`src/rtl/core/capture_period_averager_unit_defines.svh`:
```
// Assertion macros shared by the capture period averager RTL.
// Depends on nothing; each macro expects clk and rst_n in scope where it is used.
`ifndef CAPTURE_PERIOD_AVERAGER_UNIT_DEFINES_SVH
`define CAPTURE_PERIOD_AVERAGER_UNIT_DEFINES_SVH

// Same-cycle implication, disabled during reset
`define CPA_ASSERT_NOW(label, ante, cons, msg) \
  label: assert property (@(posedge clk) disable iff (!rst_n) (ante) |-> (cons)) \
    else $error(msg);

// Next-cycle implication, disabled during reset
`define CPA_ASSERT_NEXT(label, ante, cons, msg) \
  label: assert property (@(posedge clk) disable iff (!rst_n) (ante) |=> (cons)) \
    else $error(msg);

`endif

```
`src/rtl/core/cpa_pkg.sv`:
```
// Package for the capture period averager: widths, codes, constants and state type.
// Depends on nothing; used by the divider and the top level.
package cpa_pkg;

  // Default number of periods averaged per report
  localparam int unsigned GROUP_SIZE_DEF = 10;

  // Field widths
  localparam int unsigned CNT_W    = 16;
  localparam int unsigned PERIOD_W = 32;
  localparam int unsigned Q4_W     = 36;
  localparam int unsigned FRAC_W   = 4;

  // Quotient bits resolved per divider cycle
  localparam int unsigned DIV_STEP = 4;

  // Input command codes
  localparam logic CMD_TICK    = 1'b0;
  localparam logic CMD_CAPTURE = 1'b1;

  // Report kinds
  localparam logic KIND_AVG   = 1'b0;
  localparam logic KIND_STALL = 1'b1;

  // Stall report value and register reset
  localparam logic [PERIOD_W-1:0] STALL_PERIOD    = 32'd72000000;
  localparam logic [Q4_W-1:0]     STALL_PERIOD_Q4 = Q4_W'(STALL_PERIOD) << FRAC_W;
  localparam logic [CNT_W-1:0]    STALL_LIMIT_RST = 16'd200;
  localparam logic [CNT_W-1:0]    OVF_MAX         = 16'hFFFF;

  // Configuration address map: register index sits above the byte offset
  localparam int unsigned CFG_ADDR_W  = 3;
  localparam int unsigned CFG_DATA_W  = 32;
  localparam logic        REG_STALL_LIMIT = 1'b0;

  // Sequencer states
  typedef enum logic [1:0] {
    ST_IDLE,
    ST_SCAN,
    ST_DIV,
    ST_EMIT
  } cpa_state_t;

endpackage

```
`src/rtl/core/cpa_ram.sv`:
```
// Generic single-write, single-read RAM with registered read data.
// Depends on nothing.
module cpa_ram #(
  parameter int unsigned WIDTH = 32,
  parameter int unsigned DEPTH = 16
) (
  input  logic                       clk,
  input  logic                       wr_en,
  input  logic [$clog2(DEPTH)-1:0]   wr_addr,
  input  logic [WIDTH-1:0]           wr_data,
  input  logic [$clog2(DEPTH)-1:0]   rd_addr,
  output logic [WIDTH-1:0]           rd_data
);

  logic [WIDTH-1:0] mem_r [DEPTH];

  // Write port
  always_ff @(posedge clk) begin
    if (wr_en) begin
      mem_r[wr_addr] <= wr_data;
    end
  end

  // Registered read port
  always_ff @(posedge clk) begin
    rd_data <= mem_r[rd_addr];
  end

endmodule

```
`src/rtl/core/cpa_div.sv`:
```
// Restoring divider for a narrow constant-sized divisor, DIV_STEP quotient bits per cycle.
// Depends on cpa_pkg (DIV_STEP).
module cpa_div #(
  parameter int unsigned N_W = 40,
  parameter int unsigned D_W = 4
) (
  input  logic           clk,
  input  logic           rst_n,
  input  logic           start_i,
  input  logic [N_W-1:0] dividend_i,
  input  logic [D_W-1:0] divisor_i,
  output logic           busy_o,
  output logic           done_o,
  output logic [N_W-1:0] quot_o
);
  import cpa_pkg::*;

  localparam int unsigned ITER  = (N_W + DIV_STEP - 1) / DIV_STEP;
  localparam int unsigned PAD_W = ITER * DIV_STEP;
  localparam int unsigned ITC_W = $clog2(ITER + 1);

  logic             busy_r, busy_nxt;
  logic             done_r, done_nxt;
  logic [ITC_W-1:0] cnt_r, cnt_nxt;
  logic [PAD_W-1:0] work_r, work_nxt;
  logic [D_W-1:0]   rem_r, rem_nxt;
  logic [D_W-1:0]   dsr_r, dsr_nxt;

  // DIV_STEP restoring steps: shift a dividend bit into the remainder, subtract if it fits
  always_comb begin
    logic [D_W:0]     trial;
    logic [D_W-1:0]   rem;
    logic [PAD_W-1:0] w;
    rem      = rem_r;
    w        = work_r;
    busy_nxt = busy_r;
    done_nxt = 1'b0;
    cnt_nxt  = cnt_r;
    work_nxt = work_r;
    rem_nxt  = rem_r;
    dsr_nxt  = dsr_r;
    for (int k = 0; k < DIV_STEP; k++) begin
      trial = {rem, w[PAD_W-1]};
      w     = {w[PAD_W-2:0], 1'b0};
      if (trial >= {1'b0, dsr_r}) begin
        trial = trial - {1'b0, dsr_r};
        w[0]  = 1'b1;
      end
      rem = trial[D_W-1:0];
    end
    if (start_i) begin
      busy_nxt = 1'b1;
      cnt_nxt  = '0;
      work_nxt = PAD_W'(dividend_i);
      rem_nxt  = '0;
      dsr_nxt  = divisor_i;
    end else if (busy_r) begin
      work_nxt = w;
      rem_nxt  = rem;
      cnt_nxt  = cnt_r + 1'b1;
      if (cnt_r == ITC_W'(ITER - 1)) begin
        busy_nxt = 1'b0;
        done_nxt = 1'b1;
      end
    end
  end

  // Control registers
  always_ff @(posedge clk) begin
    if (!rst_n) begin
      busy_r <= 1'b0;
      done_r <= 1'b0;
      cnt_r  <= '0;
    end else begin
      busy_r <= busy_nxt;
      done_r <= done_nxt;
      cnt_r  <= cnt_nxt;
    end
  end

  // Datapath registers
  always_ff @(posedge clk) begin
    work_r <= work_nxt;
    rem_r  <= rem_nxt;
    dsr_r  <= dsr_nxt;
  end

  assign busy_o = busy_r;
  assign done_o = done_r;
  assign quot_o = work_r[N_W-1:0];

endmodule

```
`src/rtl/core/capture_period_averager_unit.sv`:
```
// Capture period averager top level: sequencer, period store, running sum, config port.
// Depends on cpa_pkg, cpa_ram, cpa_div and capture_period_averager_unit_defines.svh.
//
//   channel | direction | handshake          | payload
//   in      | input     | in_valid/in_ready  | in_cmd, in_capture_count
//   out     | output    | out_valid/out_ready| out_report_kind, out_period_q4,
//           |           |                    | out_outlier_dropped
//   cfg     | input     | APB, pready high   | stall_limit at byte address 0
//
// Ticks and storing captures leave the sequencer in idle; a stall tick passes through the handoff
// state to hand off its beat. A reporting capture scans the store through the RAM read port
// (stopping early when an outlier turns up), runs the sum through the divider, waits for the
// divider's done and then hands off its beat.
// Reset clears control state and the running sum; the store needs no clearing pass.
// A finished beat waits in the output register; a later result waits in the handoff
// state until that register frees, and in_ready stays low meanwhile.
`include "capture_period_averager_unit_defines.svh"

module capture_period_averager_unit #(
  parameter int unsigned GROUP_SIZE = cpa_pkg::GROUP_SIZE_DEF
) (
  input  logic                            clk,
  input  logic                            rst_n,
  // input beats
  input  logic                            in_valid,
  output logic                            in_ready,
  input  logic                            in_cmd,
  input  logic [cpa_pkg::CNT_W-1:0]       in_capture_count,
  // result beats
  output logic                            out_valid,
  input  logic                            out_ready,
  output logic                            out_report_kind,
  output logic [cpa_pkg::Q4_W-1:0]        out_period_q4,
  output logic                            out_outlier_dropped,
  // configuration
  input  logic                            cfg_psel,
  input  logic                            cfg_penable,
  input  logic                            cfg_pwrite,
  input  logic [cpa_pkg::CFG_ADDR_W-1:0]  cfg_paddr,
  input  logic [cpa_pkg::CFG_DATA_W-1:0]  cfg_pwdata,
  output logic [cpa_pkg::CFG_DATA_W-1:0]  cfg_prdata,
  output logic                            cfg_pready
);
  import cpa_pkg::*;

  localparam int unsigned SLOT_W = $clog2(GROUP_SIZE + 1);
  localparam int unsigned ADDR_W = $clog2(GROUP_SIZE);
  localparam int unsigned SUM_W  = PERIOD_W + $clog2(GROUP_SIZE);
  localparam int unsigned CMP_W  = SUM_W + 2;
  localparam int unsigned N_W    = SUM_W + FRAC_W;
  localparam int unsigned D_W    = SLOT_W;

  localparam logic [SLOT_W-1:0] GROUP_N  = SLOT_W'(GROUP_SIZE);
  localparam logic [D_W-1:0]    DIV_FULL = D_W'(GROUP_SIZE);
  localparam logic [D_W-1:0]    DIV_DROP = D_W'(GROUP_SIZE - 1);
  localparam logic [CMP_W-1:0]  MUL_2G   = CMP_W'(2 * GROUP_SIZE);

  cpa_state_t        state_r, state_nxt;
  logic [CNT_W-1:0]  stall_limit_r, stall_limit_nxt;
  logic [CNT_W-1:0]  ovf_r, ovf_nxt;
  logic [SLOT_W-1:0] slot_r, slot_nxt;
  logic [SUM_W-1:0]  sum_r, sum_nxt;
  logic [CMP_W-1:0]  three_s_r, three_s_nxt;
  logic [SLOT_W-1:0] scan_addr_r, scan_addr_nxt;
  logic              rd_vld_r, rd_vld_nxt;
  logic              kind_r, kind_nxt;
  logic              drop_r, drop_nxt;
  logic              out_valid_r, out_valid_nxt;
  logic              out_kind_r, out_kind_nxt;
  logic [Q4_W-1:0]   out_period_r, out_period_nxt;
  logic              out_drop_r, out_drop_nxt;

  logic                in_fire;
  logic                cfg_wr;
  logic [CNT_W-1:0]    ovf_inc;
  logic                ram_wr_en;
  logic [PERIOD_W-1:0] ram_wr_data;
  logic [PERIOD_W-1:0] ram_rd_data;
  logic                hit;
  logic [SUM_W-1:0]    sum_sel;
  logic [D_W-1:0]      dsr_sel;
  logic                div_start;
  logic [N_W-1:0]      div_dividend;
  logic                div_busy;
  logic                div_done;
  logic [N_W-1:0]      div_quot;

  // Period store
  cpa_ram #(
    .WIDTH (PERIOD_W),
    .DEPTH (GROUP_SIZE)
  ) u_store (
    .clk     (clk),
    .wr_en   (ram_wr_en),
    .wr_addr (slot_r[ADDR_W-1:0]),
    .wr_data (ram_wr_data),
    .rd_addr (scan_addr_r[ADDR_W-1:0]),
    .rd_data (ram_rd_data)
  );

  // Rounded Q4 average
  cpa_div #(
    .N_W (N_W),
    .D_W (D_W)
  ) u_div (
    .clk        (clk),
    .rst_n      (rst_n),
    .start_i    (div_start),
    .dividend_i (div_dividend),
    .divisor_i  (dsr_sel),
    .busy_o     (div_busy),
    .done_o     (div_done),
    .quot_o     (div_quot)
  );

  assign in_ready = (state_r == ST_IDLE);
  assign in_fire  = in_valid && in_ready;
  assign ovf_inc  = (ovf_r == OVF_MAX) ? ovf_r : ovf_r + 1'b1;
  assign ram_wr_data = {ovf_r, in_capture_count};

  // Outlier test on the entry read last cycle: p * 2G > 3S
  assign hit     = rd_vld_r && ((CMP_W'(ram_rd_data) * MUL_2G) > three_s_r);
  assign sum_sel = hit ? (sum_r - SUM_W'(ram_rd_data)) : sum_r;
  assign dsr_sel = hit ? DIV_DROP : DIV_FULL;
  assign div_dividend = {sum_sel, FRAC_W'(0)} + N_W'(dsr_sel >> 1);

  // Configuration writes
  assign cfg_wr     = cfg_psel && cfg_penable && cfg_pwrite;
  assign cfg_pready = 1'b1;
  assign cfg_prdata = (cfg_paddr[CFG_ADDR_W-1:2] == REG_STALL_LIMIT) ?
                      CFG_DATA_W'(stall_limit_r) : '0;

  // Sequencer: next state and datapath controls
  always_comb begin
    state_nxt       = state_r;
    stall_limit_nxt = stall_limit_r;
    ovf_nxt         = ovf_r;
    slot_nxt        = slot_r;
    sum_nxt         = sum_r;
    three_s_nxt     = three_s_r;
    scan_addr_nxt   = scan_addr_r;
    rd_vld_nxt      = 1'b0;
    kind_nxt        = kind_r;
    drop_nxt        = drop_r;
    out_valid_nxt   = out_valid_r && !out_ready;
    out_kind_nxt    = out_kind_r;
    out_period_nxt  = out_period_r;
    out_drop_nxt    = out_drop_r;
    ram_wr_en       = 1'b0;
    div_start       = 1'b0;

    if (cfg_wr && (cfg_paddr[CFG_ADDR_W-1:2] == REG_STALL_LIMIT)) begin
      stall_limit_nxt = cfg_pwdata[CNT_W-1:0];
    end

    unique case (state_r)
      ST_IDLE: begin
        if (in_fire) begin
          if (in_cmd == CMD_TICK) begin
            ovf_nxt = ovf_inc;
            if (ovf_inc > stall_limit_r) begin
              kind_nxt  = KIND_STALL;
              drop_nxt  = 1'b0;
              state_nxt = ST_EMIT;
            end
          end else begin
            ovf_nxt = '0;
            if (slot_r == GROUP_N) begin
              // store full: this capture reports the average
              slot_nxt      = '0;
              three_s_nxt   = (CMP_W'(sum_r) << 1) + CMP_W'(sum_r);
              scan_addr_nxt = '0;
              state_nxt     = ST_SCAN;
            end else begin
              ram_wr_en = 1'b1;
              slot_nxt  = slot_r + 1'b1;
              sum_nxt   = sum_r + SUM_W'(ram_wr_data);
            end
          end
        end
      end
      ST_SCAN: begin
        // issue one read per cycle, test the entry that comes back
        if (scan_addr_r != GROUP_N) begin
          scan_addr_nxt = scan_addr_r + 1'b1;
          rd_vld_nxt    = 1'b1;
        end
        if (hit || (rd_vld_r && (scan_addr_r == GROUP_N))) begin
          div_start = 1'b1;
          kind_nxt  = KIND_AVG;
          drop_nxt  = hit;
          sum_nxt   = '0;
          rd_vld_nxt = 1'b0;
          state_nxt = ST_DIV;
        end
      end
      ST_DIV: begin
        if (div_done) begin
          state_nxt = ST_EMIT;
        end
      end
      ST_EMIT: begin
        // hand the result to the output register once it is free
        if (!out_valid_r || out_ready) begin
          out_valid_nxt  = 1'b1;
          out_kind_nxt   = kind_r;
          out_period_nxt = (kind_r == KIND_STALL) ? STALL_PERIOD_Q4 : div_quot[Q4_W-1:0];
          out_drop_nxt   = drop_r;
          state_nxt      = ST_IDLE;
        end
      end
      default: state_nxt = ST_IDLE;
    endcase
  end

  // Control registers
  always_ff @(posedge clk) begin
    if (!rst_n) begin
      state_r       <= ST_IDLE;
      stall_limit_r <= STALL_LIMIT_RST;
      ovf_r         <= '0;
      slot_r        <= '0;
      sum_r         <= '0;
      scan_addr_r   <= '0;
      rd_vld_r      <= 1'b0;
      out_valid_r   <= 1'b0;
    end else begin
      state_r       <= state_nxt;
      stall_limit_r <= stall_limit_nxt;
      ovf_r         <= ovf_nxt;
      slot_r        <= slot_nxt;
      sum_r         <= sum_nxt;
      scan_addr_r   <= scan_addr_nxt;
      rd_vld_r      <= rd_vld_nxt;
      out_valid_r   <= out_valid_nxt;
    end
  end

  // Payload registers
  always_ff @(posedge clk) begin
    three_s_r    <= three_s_nxt;
    kind_r       <= kind_nxt;
    drop_r       <= drop_nxt;
    out_kind_r   <= out_kind_nxt;
    out_period_r <= out_period_nxt;
    out_drop_r   <= out_drop_nxt;
  end

  assign out_valid           = out_valid_r;
  assign out_report_kind     = out_kind_r;
  assign out_period_q4       = out_period_r;
  assign out_outlier_dropped = out_drop_r;

  // Checks
  `CPA_ASSERT_NOW(a_slot_range, 1'b1, slot_r <= GROUP_N, "slot count past group size")
  `CPA_ASSERT_NEXT(a_slot_step,
                   in_fire && (in_cmd == CMD_CAPTURE) && (slot_r != GROUP_N),
                   slot_r == $past(slot_r) + 1'b1, "storing capture did not advance slot")
  `CPA_ASSERT_NEXT(a_report_scan,
                   in_fire && (in_cmd == CMD_CAPTURE) && (slot_r == GROUP_N),
                   (state_r == ST_SCAN) && (slot_r == '0), "full store did not start a scan")
  `CPA_ASSERT_NOW(a_div_alive, state_r == ST_DIV, div_busy || div_done,
                  "waiting on an idle divider")
  `CPA_ASSERT_NOW(a_stall_clean, out_valid_r && (out_kind_r == KIND_STALL), !out_drop_r,
                  "stall beat flags a dropped outlier")

endmodule
```
`config.mk`:
```
export PLATFORM = sky130hd
export DESIGN_NAME = capture_period_averager_unit
export DESIGN_NICKNAME = d
export VERILOG_FILES = /design/src/rtl/core/cpa_pkg.sv /design/src/rtl/core/cpa_ram.sv /design/src/rtl/core/cpa_div.sv /design/src/rtl/core/capture_period_averager_unit.sv
export VERILOG_INCLUDE_DIRS = /design/src /design/src/rtl/core
export SDC_FILE = /design/constraint.sdc
export NUM_CORES = 1
export LEC_CHECK = 0
export ABC_AREA = 1
export BUFFER_PORTS_ARGS = -buffer_cell sky130_fd_sc_hd__buf_4
export CAP_MARGIN = 30
export CORE_MARGIN = 4
export CORE_UTILIZATION = 55
export CTS_BUF_LIST = sky130_fd_sc_hd__clkbuf_8
export DETAILED_ROUTE_END_ITERATION = 8
export PLACE_DENSITY = 0.8
export SLEW_MARGIN = 5
export SYNTH_ARGS = -nofsm -noshare
export SYNTH_HDL_FRONTEND = slang
export SYNTH_SLANG_ARGS = --single-unit
```
`constraint.sdc`:
```
create_clock -name clk -period 5.2 [get_ports clk]
set_input_delay 1.04 -clock clk [delete_from_list [all_inputs] [get_ports clk]]
set_output_delay 1.04 -clock clk [all_outputs]
set_load 0.1 [all_outputs]
```
==> results.txt <==
Final Power: 0.0203 W
Vias in the first global route: 23200
CP arrival: 5530 ps
Max_slew headroom: 0.395
Crit start category: flip-flop
DRT Pass-1 Iters: 8
Max-slew violations: 0
Buf+Inv Stages, Crit Path: 4
Post-synth top area share: 0.427
Clk sinks: 562
Total vias in the final route: 24900
Initial core utilization: 0.559
Synth warn: 0
Fillcell total: 4409
Combinational share of power: 0.515
R2R cell count: 26
Fin. Hold Viols: 0
CTS tree: yes
Outcome: completed
Die area: 0.0601 mm^2
Final instance area: 0.0350 mm^2
IO Port Bufs: 96
Ports: 132
CP Class: reg2reg
CTS H-tree depth: 3
Gr ovfl total: 0
Vias per Instance: 5.82
Row cnt: 86
Final HPWL DP: 58.3 mm
Hold_buf cts: 0
GPL Wtd Cong: 0.961
WL per Instance: 19.5 um
Clock network power share: 0.195
Post-synth cell types: 54
Largest delay share family, worst path: compound AO/OA/AOI/OAI gates
Stages on worst setup path: 26
Yosys reg bits: 562
Clock Latency Late Sink: 720 ps
Root Buffer: clkbuf_8
Initial DRC Count: 2571
Highest Clock Rate: 198 MHz
Nets: 3743
Most used DFF post-synth: edfxtp_1
Switching pwr: 0.00910 W
Worst-path clk slew: 60 ps
P&R area growth vs syn: 13.2%
Hold WC Path Type: reg2reg
Most frequent cells in the layout: nand2_1, edfxtp_1, nor2_1
Required @ worst endpoint: 5680 ps
Seq/Total Area, Yosys: 0.506
Leakage: 14.4 nW
Synth Instances: 3293
Worst Skew: 43.7 ps
Actual slew at the worst max-slew pin: 907 ps
EDFF count, synth: 440
Core footprint: 0.0554 mm^2
CTS Buf Count: 90
Placed Area: 0.0327 mm^2
Pwr Density: 580 mW/mm^2
Worst Hold Path Cells: 2
P_int: 0.0112 W
Horiz. Die Dim: 245 um
Post-synth top area cell: edfxtp_1
Fin Hold WS: 468 ps
# DRC: 0
Final ANT Viol Nets: 0
CP max FO: 6
Flop pwr share: 0.289
Largest net degree at the start of global routing: 74
Sw Ratio: 0.448
Max-cap violations: 0
Share of cells above drive strength 1: 0.109
Commonest non-fill, non-tap cell in the layout: nand2_1
Synth area leaders: edfxtp_1, ha_1, dfxtp_1
Max IR drop VDD: 0.394 mV
Post-Syn Area: 0.0310 mm^2
Crit share post-route: 0.971
First-pass GRT wire length: 126 mm
Longest Clk Path Bufs: 3
Final setup violation count: 0
Mean Syn Cell Area: 9.40 um^2
Final WL: 83.5 mm
Ys async rst share: 0
Die Ht: 245 um
Tmin final: 5050 ps
Slowest-stage cell, CP: dfxtp_2
Crit. End Element: flip-flop
Initial antenna violation count: 2
GRT Total Usage: 0.268
Max stage delay on crit path: 340 ps
## power groups by stage
stage / combinational (W) / clock, W / sequential, W
detailed placement: 0.00984 / 0 / 0.00593
global placement: 0.00966 / 0 / 0.00593
floorplan: 0.00752 / 0 / 0.00565
finish: 0.0105 / 0.00397 / 0.00588
CTS: 0.00994 / 0.00401 / 0.00584
global route: 0.0117 / 0.00424 / 0.00589
## stage by stage
stage               worst slack (ps)   util  TNS [ps]  cells
global route                   -86.7  0.632     -2540   4271
finish                           150  0.632         0   4271
global placement                52.6  0.589         0   4076
CTS                             14.6  0.625         0   4251
detailed placement             -70.2  0.591      -398   4081
floorplan                       19.2      -         0   3308
## tightest hold or removal path: stages, from the launching register on
cell     delay (ps)
dfxtp_1         320
nand2_1          70
nand2_1          40
## flip-flops by register name, summed over array words and instances (netlist names), 2 cells and up
register,flops
ovf_r,16
stall_limit_r,16
slot_r,4
u_store.mem_r,320
state_r,2
scan_addr_r,4
u_div.cnt_r,4
u_div.rem_r,4
sum_r,36
u_div.dsr_r,2
out_period_q4,36
three_s_r,38
u_store.rd_data,32
u_div.quot_o,40
## layer usage
metal  GRT usage  part of all wire
met1       0.366              0.41
met3      0.0409             0.086
met2       0.429              0.46
met5           0                 0
met4       0.115             0.037
## final timing paths
check | from | endpoint | slack (ps)
worst max-delay path | u_store.rd_data[3] | u_div.quot_o[9] | 150
worst max register to register | u_store.rd_data[3] | u_div.quot_o[9] | 150
worst min-delay path | u_div.rem_r[2] | u_div.rem_r[2] | 470
worst min register to register | u_div.rem_r[2] | u_div.rem_r[2] | 470
## what timing repair did
| action | in CTS | in global routing |
|---|---|---|
| pin swaps | 0 | 19 |
| setup buffers | 0 | 12 |
| setup endpoints to repair | 56 | 132 |
| gates cloned | 0 | 7 |
| gates resized for setup | 2 | 38 |
## area by class of cell
type	count	area, um^2	area share
Sequential cell	562	15700	0.447
Multi-Input combinational cell	2281	13800	0.393
Timing Repair Buffer	163	1440	0.0412
Clock buffer	97	1340	0.0381
Inverter	346	1320	0.0376
Tap cell	748	936	0.0267
Clock inverter	73	557	0.0159
Antenna cell	1	2.50	0.0000714
## cells by family (layout without fill, tap and decap cells)
group	count (synthesis)	count (layout)	share of synthesized area
buffers and inverters	465	679	0.0593
other	2	18	0.000243
AND/OR/NAND/NOR	1073	1073	0.145
multiplexers	38	38	0.0123
XOR/XNOR	121	121	0.0342
adder cells (fa/ha/maj)	240	240	0.0989
AO/OA/AOI/OAI	792	792	0.144
flip-flops	562	562	0.506
## synthesized netlist by cell type (all sizes together) (3+ instances only)
master / n
nor4: 11
a211oi: 8
o21ai: 346
dfxtp: 122
buf: 44
or2: 9
o211ai: 33
nand2: 468
o21a: 14
inv: 344
a31oi: 20
xnor2: 48
mux2i: 38
o22ai: 34
nor2: 404
fa: 8
nand4: 26
o31ai: 3
nor3: 68
a221oi: 5
ha: 232
a21oi: 252
and3: 3
nand3: 79
a21boi: 10
a21o: 13
clkbuf: 75
o21bai: 4
xor2: 73
edfxtp: 440
o221ai: 43
(Power assumes the default switching activity.)
